--- src/hw/rtl/nrsp_pkg.sv ---
// Package for the NDEF record stream parser.
// Holds the phase encoding, byte class and status codes, and the state and result structs.
// No dependencies.
package nrsp_pkg;

    localparam logic [7:0] TAG_NDEF_MSG = 8'h03;
    localparam logic [7:0] LEN_ESCAPE   = 8'hFF;
    localparam logic [7:0] HDR_SR_MASK  = 8'h10;
    localparam logic [7:0] HDR_IL_MASK  = 8'h08;
    localparam logic [31:0] LONG_PLEN_BYTES = 32'd4;

    localparam logic [2:0] CLS_FRAME   = 3'd0;
    localparam logic [2:0] CLS_TYPE    = 3'd1;
    localparam logic [2:0] CLS_ID      = 3'd2;
    localparam logic [2:0] CLS_PAYLOAD = 3'd3;
    localparam logic [2:0] CLS_TRAIL   = 3'd4;
    localparam logic [2:0] CLS_REJECT  = 3'd5;

    localparam logic [1:0] ST_OK        = 2'd0;
    localparam logic [1:0] ST_BAD_TAG   = 2'd1;
    localparam logic [1:0] ST_TRUNCATED = 2'd2;
    localparam logic [1:0] ST_OVERRUN   = 2'd3;

    typedef enum logic [3:0] {
        PH_TAG   = 4'd0,
        PH_LEN   = 4'd1,
        PH_LHI   = 4'd2,
        PH_LLO   = 4'd3,
        PH_HDR   = 4'd4,
        PH_TLEN  = 4'd5,
        PH_PLEN  = 4'd6,
        PH_IDLEN = 4'd7,
        PH_TYPE  = 4'd8,
        PH_ID    = 4'd9,
        PH_PAY   = 4'd10,
        PH_TRAIL = 4'd11,
        PH_DRAIN = 4'd12
    } phase_t;

    typedef struct packed {
        phase_t      phase;
        logic [15:0] record_remaining;
        logic [1:0]  header_flags;
        logic [7:0]  type_len;
        logic [31:0] payload_len;
        logic [7:0]  id_len;
        logic [31:0] field_count;
        logic [1:0]  error_latch;
    } parse_state_t;

    typedef struct packed {
        logic [2:0]  byte_class;
        logic [7:0]  data_out;
        logic [7:0]  rec_type_len;
        logic [31:0] rec_payload_len;
        logic        record_complete;
        logic [1:0]  status;
    } result_t;

    localparam parse_state_t STATE_RESET = '{
        phase:            PH_TAG,
        record_remaining: 16'd0,
        header_flags:     2'd0,
        type_len:         8'd0,
        payload_len:      32'd0,
        id_len:           8'd0,
        field_count:      32'd0,
        error_latch:      2'd0
    };

endpackage

--- src/hw/rtl/nrsp_in_if.sv ---
// Input channel of the NDEF record stream parser: one captured tag byte per item.
// No dependencies.
interface nrsp_in_if;
    logic       valid;
    logic       ready;
    logic [7:0] data_byte;
    logic       end_of_data;

    modport source (output valid, output data_byte, output end_of_data, input ready);
    modport sink (input valid, input data_byte, input end_of_data, output ready);
endinterface

--- src/hw/rtl/nrsp_out_if.sv ---
// Output channel of the NDEF record stream parser: one classified byte per item.
// No dependencies.
interface nrsp_out_if;
    logic        valid;
    logic        ready;
    logic [2:0]  byte_class;
    logic [7:0]  data_out;
    logic [7:0]  rec_type_len;
    logic [31:0] rec_payload_len;
    logic        record_complete;
    logic [1:0]  status;

    modport source (output valid, output byte_class, output data_out, output rec_type_len,
                    output rec_payload_len, output record_complete, output status,
                    input ready);
    modport sink (input valid, input byte_class, input data_out, input rec_type_len,
                  input rec_payload_len, input record_complete, input status,
                  output ready);
endinterface

--- src/hw/rtl/ndef_record_stream_parser_core.sv ---
// Top level of the NDEF record stream parser.
// Depends on nrsp_pkg, nrsp_in_if, nrsp_out_if and nrsp_step.
//
// The parser takes one captured tag byte per item and returns one classified byte per item,
// in order. It accepts a new item every cycle while the output is not stalled; a byte is
// held in the input register, and the combinational parse step loads its result into the
// result register when the byte advances. The sustained rate of one item per cycle is set by
// the parse state, which is updated once per byte. Backpressure on the output stalls
// the input register and then the input.
// An item marked end_of_data returns the parser to expecting a new message tag.
module ndef_record_stream_parser_core
    import nrsp_pkg::*;
(
    input  logic       clk,
    input  logic       rst_n,
    nrsp_in_if.sink    ingress,
    nrsp_out_if.source egress
);

    logic         in_valid_reg;
    logic         in_valid_next;
    logic [7:0]   in_byte_reg;
    logic         in_eod_reg;
    logic         out_valid_reg;
    logic         out_valid_next;
    result_t      out_reg;
    result_t      result;
    parse_state_t state_reg;
    parse_state_t state_next;
    logic         advance;
    logic         in_take;

    assign advance       = in_valid_reg && (!out_valid_reg || egress.ready);
    assign ingress.ready = !in_valid_reg || advance;
    assign in_take       = ingress.valid && ingress.ready;

    assign in_valid_next  = in_take ? 1'b1 : (advance ? 1'b0 : in_valid_reg);
    assign out_valid_next = advance ? 1'b1 : (egress.ready ? 1'b0 : out_valid_reg);

    nrsp_step u_step (
        .state       (state_reg),
        .data_byte   (in_byte_reg),
        .end_of_data (in_eod_reg),
        .state_next  (state_next),
        .result      (result)
    );

    always_ff @(posedge clk or negedge rst_n)
    begin
        if (!rst_n)
        begin
            in_valid_reg  <= 1'b0;
            out_valid_reg <= 1'b0;
            state_reg     <= STATE_RESET;
        end
        else
        begin
            in_valid_reg  <= in_valid_next;
            out_valid_reg <= out_valid_next;
            if (advance)
                state_reg <= state_next;
        end
    end

    always_ff @(posedge clk)
    begin
        if (in_take)
        begin
            in_byte_reg <= ingress.data_byte;
            in_eod_reg  <= ingress.end_of_data;
        end
        if (advance)
            out_reg <= result;
    end

    assign egress.valid           = out_valid_reg;
    assign egress.byte_class      = out_reg.byte_class;
    assign egress.data_out        = out_reg.data_out;
    assign egress.rec_type_len    = out_reg.rec_type_len;
    assign egress.rec_payload_len = out_reg.rec_payload_len;
    assign egress.record_complete = out_reg.record_complete;
    assign egress.status          = out_reg.status;

    a_eod_resets: assert property (@(posedge clk) disable iff (!rst_n)
        advance && in_eod_reg |=> state_reg.phase == PH_TAG)
        else $error("Parser state did not return to the tag phase after an end mark.");

    a_complete_ok: assert property (@(posedge clk) disable iff (!rst_n)
        out_valid_reg && out_reg.record_complete |-> out_reg.status == ST_OK)
        else $error("Record completed on a byte that also reports an error.");

    a_reject_status: assert property (@(posedge clk) disable iff (!rst_n)
        out_valid_reg |-> ((out_reg.byte_class == CLS_REJECT) == (out_reg.status != ST_OK)))
        else $error("Rejected class and error status disagree.");

    a_in_hold: assert property (@(posedge clk) disable iff (!rst_n)
        in_valid_reg && !advance |=> in_valid_reg && $stable(in_byte_reg) && $stable(in_eod_reg))
        else $error("Input register changed while its item was stalled.");

endmodule

--- src/hw/rtl/nrsp_step.sv ---
// Combinational parse step: next parser state and the result for one byte.
// Depends on nrsp_pkg.
module nrsp_step
    import nrsp_pkg::*;
(
    input  parse_state_t state,
    input  logic [7:0]   data_byte,
    input  logic         end_of_data,
    output parse_state_t state_next,
    output result_t      result
);

    typedef enum logic [1:0] {
        SEC_TYPE = 2'd0,
        SEC_ID   = 2'd1,
        SEC_PAY  = 2'd2
    } section_t;

    function automatic phase_t first_section(section_t from, logic [7:0] tl, logic [7:0] il,
                                             logic [31:0] pl);
        phase_t ph;
        if (from == SEC_TYPE && tl != 8'd0)
            ph = PH_TYPE;
        else if ((from == SEC_TYPE || from == SEC_ID) && il != 8'd0)
            ph = PH_ID;
        else if (pl != 32'd0)
            ph = PH_PAY;
        else
            ph = PH_TRAIL;
        return ph;
    endfunction

    parse_state_t n;
    logic [2:0]   cls;
    logic [1:0]   st;
    logic         done;
    logic         pl_known;
    logic         in_record;
    logic [31:0]  fc_inc;
    logic [31:0]  plen_shift;
    logic [15:0]  rem_llo;

    assign in_record  = (state.phase >= PH_HDR) && (state.phase <= PH_PAY);
    assign fc_inc     = state.field_count + 32'd1;
    assign plen_shift = {state.payload_len[23:0], data_byte};
    assign rem_llo    = state.record_remaining | {8'd0, data_byte};

    always_comb
    begin
        n        = state;
        cls      = CLS_FRAME;
        st       = ST_OK;
        done     = 1'b0;
        pl_known = (state.phase >= PH_IDLEN) && (state.phase <= PH_TRAIL);

        if (in_record && state.record_remaining != 16'd0)
            n.record_remaining = state.record_remaining - 16'd1;

        unique case (state.phase)
            PH_TAG:
            begin
                if (data_byte == TAG_NDEF_MSG)
                    n.phase = PH_LEN;
                else
                    st = ST_BAD_TAG;
            end
            PH_LEN:
            begin
                if (data_byte == LEN_ESCAPE)
                    n.phase = PH_LHI;
                else
                begin
                    n.record_remaining = {8'd0, data_byte};
                    n.phase = (data_byte != 8'd0) ? PH_HDR : PH_TRAIL;
                end
            end
            PH_LHI:
            begin
                n.record_remaining = {data_byte, 8'd0};
                n.phase = PH_LLO;
            end
            PH_LLO:
            begin
                n.record_remaining = rem_llo;
                n.phase = (rem_llo != 16'd0) ? PH_HDR : PH_TRAIL;
            end
            PH_HDR:
            begin
                n.header_flags = {(data_byte & HDR_SR_MASK) != 8'd0,
                                  (data_byte & HDR_IL_MASK) != 8'd0};
                n.phase = PH_TLEN;
            end
            PH_TLEN:
            begin
                n.type_len    = data_byte;
                n.payload_len = 32'd0;
                n.field_count = 32'd0;
                n.phase       = PH_PLEN;
            end
            PH_PLEN:
            begin
                n.payload_len = plen_shift;
                n.field_count = fc_inc;
                if (state.header_flags[1] || fc_inc >= LONG_PLEN_BYTES)
                begin
                    pl_known      = 1'b1;
                    n.field_count = 32'd0;
                    if (state.header_flags[0])
                        n.phase = PH_IDLEN;
                    else
                    begin
                        n.phase = first_section(SEC_TYPE, state.type_len, state.id_len,
                                                plen_shift);
                        done = (n.phase == PH_TRAIL);
                    end
                end
            end
            PH_IDLEN:
            begin
                n.id_len      = data_byte;
                n.field_count = 32'd0;
                n.phase = first_section(SEC_TYPE, state.type_len, data_byte,
                                        state.payload_len);
                done = (n.phase == PH_TRAIL);
            end
            PH_TYPE:
            begin
                cls = CLS_TYPE;
                n.field_count = fc_inc;
                if (fc_inc >= {24'd0, state.type_len})
                begin
                    n.field_count = 32'd0;
                    n.phase = first_section(SEC_ID, state.type_len, state.id_len,
                                            state.payload_len);
                    done = (n.phase == PH_TRAIL);
                end
            end
            PH_ID:
            begin
                cls = CLS_ID;
                n.field_count = fc_inc;
                if (fc_inc >= {24'd0, state.id_len})
                begin
                    n.field_count = 32'd0;
                    n.phase = first_section(SEC_PAY, state.type_len, state.id_len,
                                            state.payload_len);
                    done = (n.phase == PH_TRAIL);
                end
            end
            PH_PAY:
            begin
                cls = CLS_PAYLOAD;
                n.field_count = fc_inc;
                if (fc_inc >= state.payload_len)
                begin
                    n.field_count = 32'd0;
                    n.phase = PH_TRAIL;
                    done = 1'b1;
                end
            end
            PH_TRAIL:
            begin
                cls = CLS_TRAIL;
            end
            default:
            begin
                cls = CLS_REJECT;
                st  = state.error_latch;
            end
        endcase

        if (state.phase < PH_TRAIL)
        begin
            if (st == ST_OK && in_record && !done && n.record_remaining == 16'd0)
                st = ST_OVERRUN;
            if (st == ST_OK && end_of_data && n.phase != PH_TRAIL)
                st = ST_TRUNCATED;
            if (st != ST_OK)
            begin
                cls           = CLS_REJECT;
                n.error_latch = st;
                n.phase       = PH_DRAIN;
            end
        end

        result.byte_class      = cls;
        result.data_out        = data_byte;
        result.rec_type_len    = n.type_len;
        result.rec_payload_len = pl_known ? n.payload_len : 32'd0;
        result.record_complete = done;
        result.status          = st;

        state_next = end_of_data ? STATE_RESET : n;
    end

endmodule

--- src/flat_wrapper.sv ---
// flat-port wrapper written by rule: the top's interface ports become plain ports
module ndef_record_stream_parser_core_flat import nrsp_pkg::*;
  (clk, rst_n, ingress_valid, ingress_data_byte, ingress_end_of_data, ingress_ready, egress_valid, egress_byte_class, egress_data_out, egress_rec_type_len, egress_rec_payload_len, egress_record_complete, egress_status, egress_ready);
  nrsp_in_if ingress_i ();
  nrsp_out_if egress_i ();
  input  logic clk;
  input  logic rst_n;
  input wire logic [$bits(ingress_i.valid)-1:0] ingress_valid;
  input wire logic [$bits(ingress_i.data_byte)-1:0] ingress_data_byte;
  input wire logic [$bits(ingress_i.end_of_data)-1:0] ingress_end_of_data;
  output wire logic [$bits(ingress_i.ready)-1:0] ingress_ready;
  output wire logic [$bits(egress_i.valid)-1:0] egress_valid;
  output wire logic [$bits(egress_i.byte_class)-1:0] egress_byte_class;
  output wire logic [$bits(egress_i.data_out)-1:0] egress_data_out;
  output wire logic [$bits(egress_i.rec_type_len)-1:0] egress_rec_type_len;
  output wire logic [$bits(egress_i.rec_payload_len)-1:0] egress_rec_payload_len;
  output wire logic [$bits(egress_i.record_complete)-1:0] egress_record_complete;
  output wire logic [$bits(egress_i.status)-1:0] egress_status;
  input wire logic [$bits(egress_i.ready)-1:0] egress_ready;
  assign ingress_i.valid = ingress_valid;
  assign ingress_i.data_byte = ingress_data_byte;
  assign ingress_i.end_of_data = ingress_end_of_data;
  assign ingress_ready = ingress_i.ready;
  assign egress_valid = egress_i.valid;
  assign egress_byte_class = egress_i.byte_class;
  assign egress_data_out = egress_i.data_out;
  assign egress_rec_type_len = egress_i.rec_type_len;
  assign egress_rec_payload_len = egress_i.rec_payload_len;
  assign egress_record_complete = egress_i.record_complete;
  assign egress_status = egress_i.status;
  assign egress_i.ready = egress_ready;
  ndef_record_stream_parser_core u_core (.clk(clk), .rst_n(rst_n), .ingress(ingress_i), .egress(egress_i));
endmodule
--- config.mk ---
export PLATFORM = sky130hd
export DESIGN_NAME = ndef_record_stream_parser_core_flat
export DESIGN_NICKNAME = d
export VERILOG_FILES = /design/src/hw/rtl/nrsp_pkg.sv /design/src/hw/rtl/nrsp_in_if.sv /design/src/hw/rtl/nrsp_out_if.sv /design/src/hw/rtl/ndef_record_stream_parser_core.sv /design/src/hw/rtl/nrsp_step.sv /design/src/flat_wrapper.sv
export SDC_FILE = /design/constraint.sdc
export NUM_CORES = 1
export LEC_CHECK = 0
export ABC_AREA = 0
export BUFFER_PORTS_ARGS = -buffer_cell sky130_fd_sc_hd__clkbuf_2
export CAP_MARGIN = 20
export CORE_UTILIZATION = 30
export CTS_CLUSTER_SIZE = 14
export DETAILED_ROUTE_END_ITERATION = 12
export MAX_ROUTING_LAYER = met4
export PLACE_DENSITY_LB_ADDON = 0.15
export SYNTH_ARGS = -nofsm -noshare
export SYNTH_HDL_FRONTEND = slang
export SYNTH_SLANG_ARGS = --single-unit
--- constraint.sdc ---
create_clock -name clk -period 9 [get_ports clk]
set_input_delay 0.9 -clock clk [delete_from_list [all_inputs] [get_ports clk]]
set_output_delay 0.9 -clock clk [all_outputs]
set_load 0.005 [all_outputs]
Word level (Yosys, flattened, before mapping)

Index checks and enable logic that the tools add are counted.

Input bits: 13
Word-level logic and storage cells: 154
Output and inout port bits: 56
Register bits: 169

Bitwise operators: 1
$lt $le $gt $ge: 9
Reduce and logical (&&, ||, !) cells: 42
Equal/unequal tests: 18
Add/subtract/negate cells: 2
Mux-type cells: 64

Operator list:

| cell                    | count |
|---|---|
| $pmux W32 S5            | 1 |
| $mux W32                | 4 |
| $mux W104               | 1 |
| $mux W4                 | 21 |
| $ge A32 B8 Y1           | 2 |
| $pmux W32 S2            | 1 |
| $reduce_bool A32 Y1     | 2 |
| $pmux W16 S3            | 1 |
| $pmux W4 S11            | 1 |
| $add A32 B1 Y32 const B | 1 |
| $eq A4 B4 Y1 const B    | 8 |
| $ge A32 B3 Y1 const B   | 1 |
| $ge A32 B32 Y1          | 1 |
| $mux W16                | 2 |
| $reduce_bool A16 Y1     | 2 |
| $reduce_bool A8 Y1      | 3 |
| $mux W2                 | 11 |
| $eq A4 B3 Y1 const B    | 4 |
| $logic_not A16 Y1       | 1 |
| $mux W8                 | 2 |
| $or A16 B8 Y16          | 1 |
| $sub A16 B1 Y16 const B | 1 |
| $pmux W3 S5             | 1 |
| $mux W1                 | 14 |
| other kinds (23)        | 49 |

Depth between registers and ports, before layout

Word-level depth: 25
Gate-level depth with buffers: 19
Mapped depth without buffers: 17

Modules after synthesis

A second synthesis with hierarchy kept.

Cells, all modules: 1188
Area total of the unflattened synthesis: 11672.4 um^2

By module, submodules not included:

| module                         | seq. area each (um^2) | cells each | area an instance (um^2) | instances |
|---|---|---|---|---|
| ndef_record_stream_parser_core | 4544.4                | 291        | 6042.0                  | 1 |
| nrsp_step                      | 0.0                   | 897        | 5630.4                  | 1 |

Worst setup path before layout

Ideal clock, no wire load.

Kind: register -> register
Start: reg u_core.state_reg[13] in the netlist's numbering
End: reg u_core.out_reg (netlist bit u_core.egress.byte_class[1]) (data pin)
Data required time: 8.745 ns
Setup slack: 4.939 ns
Data arrival time: 3.806 ns
Cell stages (with the launch flop): 19
Setup time: 0.255 ns
Clock period less this slack: 4.061 ns
Buffers on the path: 1
Cells stage by stage: dfrtp_1 > buf_2 > nand4_1 > or3_1 > nor2_1 > nand2_1 > nor2_1 > xor2_1 > ha_1 > a21o_1 > a21o_1 > a21oi_1 > o21ai_0 > a21oi_1 > o21ai_0 > o2bb2ai_1 > nor4b_1 > o31ai_1 > and3_1

RTL lines:

| element                | RTL line                             | RTL |
|---|---|---|
| from (decl)            | ndef_record_stream_parser_core.sv:28 | `parse_state_t state_reg;` |
| from (signal assigned) | ndef_record_stream_parser_core.sv:61 | `state_reg <= state_next;` |
| to (signal assigned)   | ndef_record_stream_parser_core.sv:73 | `out_reg <= result;` |
| to (decl)              | ndef_record_stream_parser_core.sv:26 | `result_t out_reg;` |

==> summary.md <==
| Metric | Value |
|---|---|
| Multiplexer share of the synthesized area | `0.00915` |
| Tot Pwr | `2.96 mW` |
| Count of unique library cells instantiated by Yosys | `73` |
| Area Growth Syn to Fin | `12.5%` |
| Worst vdd rail ir drop | `0.141 mV` |
| Clock Skews | `0.0171 ns` |
| Max FFs per register | `104` |
| Synthesized-area fraction occupied by adder cells | `0.0600` |
| Share of cells above drive strength 1 | `0.129` |
| Wire length on met2 | `13,900 µm` |
| Part of the power in the clock network | `0.255` |
| Non-Filler Instances | `1,599` |
| Category of the most critical setup path | `reg2reg` |
| DRC marker count from the first detailed-route iteration | `809` |
| Sequential fraction of design power | `0.349` |
| Vertical extent of the die | `188 µm` |
| Crit. End Element | `flop` |
| Final period utilization | `0.583` |
| Post-CTS Resized | `0` |
| Worst hold path type | `in2async` |
| Sum of negative setup slack | `0 ns` |
| Crit start category | `flop` |
| Reg2Reg Setup Slack | `3.75 ns` |
| Setup fix buffers added after clock tree synthesis | `0` |
| Die width | `188 µm` |
| Count of port buffers added during placement | `68` |
| Most used cells in the layout excluding fill and tap cells | `dfrtp_1, nor2_1, nand2_1, o21ai_0, clkbuf_2` |
| Seq cells post-synth | `169` |
| Global placement routability congestion | `0.902` |
| Startpoint of the worst-slack reg-to-reg timing path | `u_core.state_reg[13]` |
| Tightest Pin Transition | `0.975 ns` |
| Xor/xnor cell area share of the yosys netlist | `0.0304` |
| Unrepaired setup endpoints after global routing | `no` |
| Post-synth EDFFs | `63` |
| Simple-gate share of the synthesized area | `0.195` |
| Via count of the first global-routing pass | `8,515` |
| CP max FO | `11` |
| Clock input transition at the sequential cells of the worst setup and hold paths | `0.08 ns` |
| DR top layer | `met4` |
| Hold Vio Cnt, Final | `0` |
| Met3 wirelength from detailed routing | `1230 µm` |
| Portion of total power attributed to combinational logic | `0.397` |
| Sequential cell area | `4540 µm²` |
| Detailed-route wire length per cell | `19.6 µm` |
| Mapped Nets | `1,169` |
| Crit path DAT | `5.52 ns` |
| End-of-flow core utilization | `0.346` |
| Filler cell count in the final layout | `3,479` |
| Async set-reset flop share out of synthesis | `0.627` |
| Number of top-level pins | `69` |
| Total grt overflow | `0` |
| Detailed placement HPWL | `22,100 µm` |
| Met1 wire length | `15,800 µm` |
| Minimum setup slack in the final design | `3.75 ns` |
| H-tree level count | `4` |
| Area of combinational cells with multiple inputs | `5260 µm²` |
| Main combinational cell family by area after synthesis | `compound AO/OA/AOI/OAI gates` |
| TritonRoute pass-1 iters | `7` |
| Count of maximum capacitance violations | `0` |
| Final wirelength | `31,400 µm` |
| Required time of the critical path | `9.27 ns` |
| Inst Count DP | `1,567` |
| Clock insertion delay at the later pin of the skew report | `0.46 ns` |
| Core Footprint | `33,800 µm²` |
| Flip-flop cell with the highest count after synthesis | `dfrtp_1` |
| Remaining antenna violation count | `0` |
| Number of buffers between clock root and the deepest sink | `2` |
| Final count of pins violating max slew | `0` |
| Combined area of all synthesized cells | `10,400 µm²` |
| Worst reg2reg path depth | `17` |
| Switching Power | `1.26 mW` |
| Post-synthesis sequential area ratio | `0.437` |
| Final setup violating endpoints | `0` |
| Pin count of the biggest net entering global routing | `76` |
| Layout Nets | `1,200` |
| Switching Fraction | `0.425` |
| Share of the synthesized area in compound gates (AO/OA/AOI/OAI) | `0.210` |
| Total routing resource utilization after global routing | `0.190` |
| Outcome | `complete, no violations` |
| Highest clock rate | `0.191 GHz` |
| Clock tree from TritonCTS | `done` |
| DR vias | `8,733` |
| Minimum period implied by the final worst setup slack | `5.25 ns` |
| Global-route wire length before repair | `50,600 µm` |
| CTS Root Buffer Type | `clkbuf_16` |
| CTS hold repair buffers | `0` |
| Post-Place Setup Slack | `3.76 ns` |
| Remaining routing DRC violations | `0` |
| Synth warnings | `0` |
| Endpoint of the worst-slack reg-to-reg timing path | `u_core.egress.status[1]` |
| Total CTS buffers | `17` |
| Die Outline Area | `35,400 µm²` |
| Relative slew slack | `0.350` |
| Effective utilization at floorplan | `0.307` |
| Syn avg cell area | `9.38 µm²` |
| Static leakage | `4.76 nW` |
| Number of sinks driven by the clock tree | `169` |
| Leading cell type in the layout, fill and taps excluded | `dfrtp_1` |
| Internal power contribution | `1.70 mW` |
| Post-detailed-route via-to-cell ratio | `5.46` |
| Count of inserted antenna diode cells | `0` |
| Cells after Synth | `1,107` |
| Power per unit of standard cell area | `253 nW/µm²` |
| Cell Rows | `67` |
| Number of antenna violations at the first check in global routing | `0` |
power by group through the flow:
stage | clock, mW | sequential (mW) | combinational, mW
6_report | 0.754 | 1.03 | 1.17
5_1_grt | 0.803 | 1.05 | 1.30
4_1_cts | 0.771 | 1.03 | 1.16
3_5_place_dp | 0 | 1.04 | 1.16
3_3_place_gp | 0 | 1.04 | 1.16
2_1_floorplan | 0 | 0.966 | 0.891
cell usage after synthesis, types with 5 or more instances:
cell | number | share of area
dfrtp_1 | 106 | 0.26
nor2_1 | 103 | 0.037
nand2_1 | 83 | 0.030
o21ai_0 | 74 | 0.036
a22o_1 | 63 | 0.053
edfxtp_1 | 63 | 0.18
inv_1 | 63 | 0.023
ha_1 | 49 | 0.059
clkbuf_1 | 46 | 0.017
nor3_1 | 42 | 0.020
a21oi_1 | 39 | 0.019
a22oi_1 | 33 | 0.024
nand3_1 | 30 | 0.014
nor4_1 | 29 | 0.017
nand4_1 | 24 | 0.014
xnor2_1 | 20 | 0.017
buf_2 | 16 | 0.0077
xor2_1 | 16 | 0.013
o31ai_1 | 13 | 0.0094
or3_1 | 12 | 0.0072
a21o_1 | 11 | 0.0079
or4_1 | 11 | 0.0079
a31oi_1 | 10 | 0.0060
nand2b_1 | 10 | 0.0060
and3_1 | 8 | 0.0048
nor2b_1 | 7 | 0.0042
o21a_1 | 7 | 0.0051
o41ai_1 | 7 | 0.0059
and2_1 | 6 | 0.0036
and4_1 | 6 | 0.0051
buf_4 | 6 | 0.0043
a2111oi_0 | 5 | 0.0042
mux2i_1 | 5 | 0.0048
o2111ai_1 | 5 | 0.0042
o211ai_1 | 5 | 0.0036
o22ai_1 | 5 | 0.0030
area by class of cell:
class	count	area share
clock buffer	17	0.0364
clock inverter	15	0.0135
inverter	63	0.0202
multi-input combinational	798	0.450
sequential	169	0.389
tap	448	0.0480
timing repair buffer	89	0.0428
how the worst max path moves through the flow:
| stage | startpoint | to | slack [ns] | depth (start not counted) |
|---|---|---|---|---|
| after floorplan | u_core.state_reg[13] | u_core.egress.byte_class[1] | 4.94 | 18 |
| after global placement | u_core.state_reg[13] | u_core.egress.byte_class[1] | 3.97 | 17 |
| after detailed placement | u_core.state_reg[13] | u_core.egress.status[1] | 3.76 | 17 |
| after CTS | u_core.state_reg[13] | u_core.egress.status[1] | 3.77 | 17 |
| after global routing | u_core.state_reg[13] | u_core.egress.status[1] | 3.33 | 17 |
| final | u_core.state_reg[13] | u_core.egress.status[1] | 3.75 | 17 |
layer usage:
metal	up-vias	global-route usage
met5	-	-
met1	4245	0.269
met3	34	0.0301
met4	0	0.0469
met2	250	0.279
li1	4204	-
kinds of logic (layout without fill, tap and decap cells):
family / Yosys count / count (layout)
AND/OR/NAND/NOR: 393 / 393
AO/OA/AOI/OAI: 310 / 310
flip-flops: 169 / 169
buffers and inverters: 140 / 184
adder cells (fa/ha/maj): 50 / 50
XOR/XNOR: 36 / 36
multiplexers: 9 / 9
through the flow:
stage	area (µm²)	hold slack, ns
finish	11700	0.422
global route	11700	0.452
CTS	11700	0.439
detailed placement	11100	0.489
global placement	11100	0.468
floorplan	10400	0.421
critical path, stage by stage (launching register included):
cell	delay (ns)
dfrtp_1	0.55
nand4_1	0.28
or3_1	0.50
nor2_1	0.36
nand2_1	0.22
nor2_1	0.17
xor2_1	0.23
ha_1	0.28
a21o_1	0.18
a21o_1	0.17
a21oi_1	0.14
o21ai_0	0.11
a21oi_1	0.16
o21ai_0	0.27
o2bb2ai_1	0.28
nor4b_1	0.62
o31ai_1	0.27
o31ai_1	0.29
(Power assumes the default switching activity.)
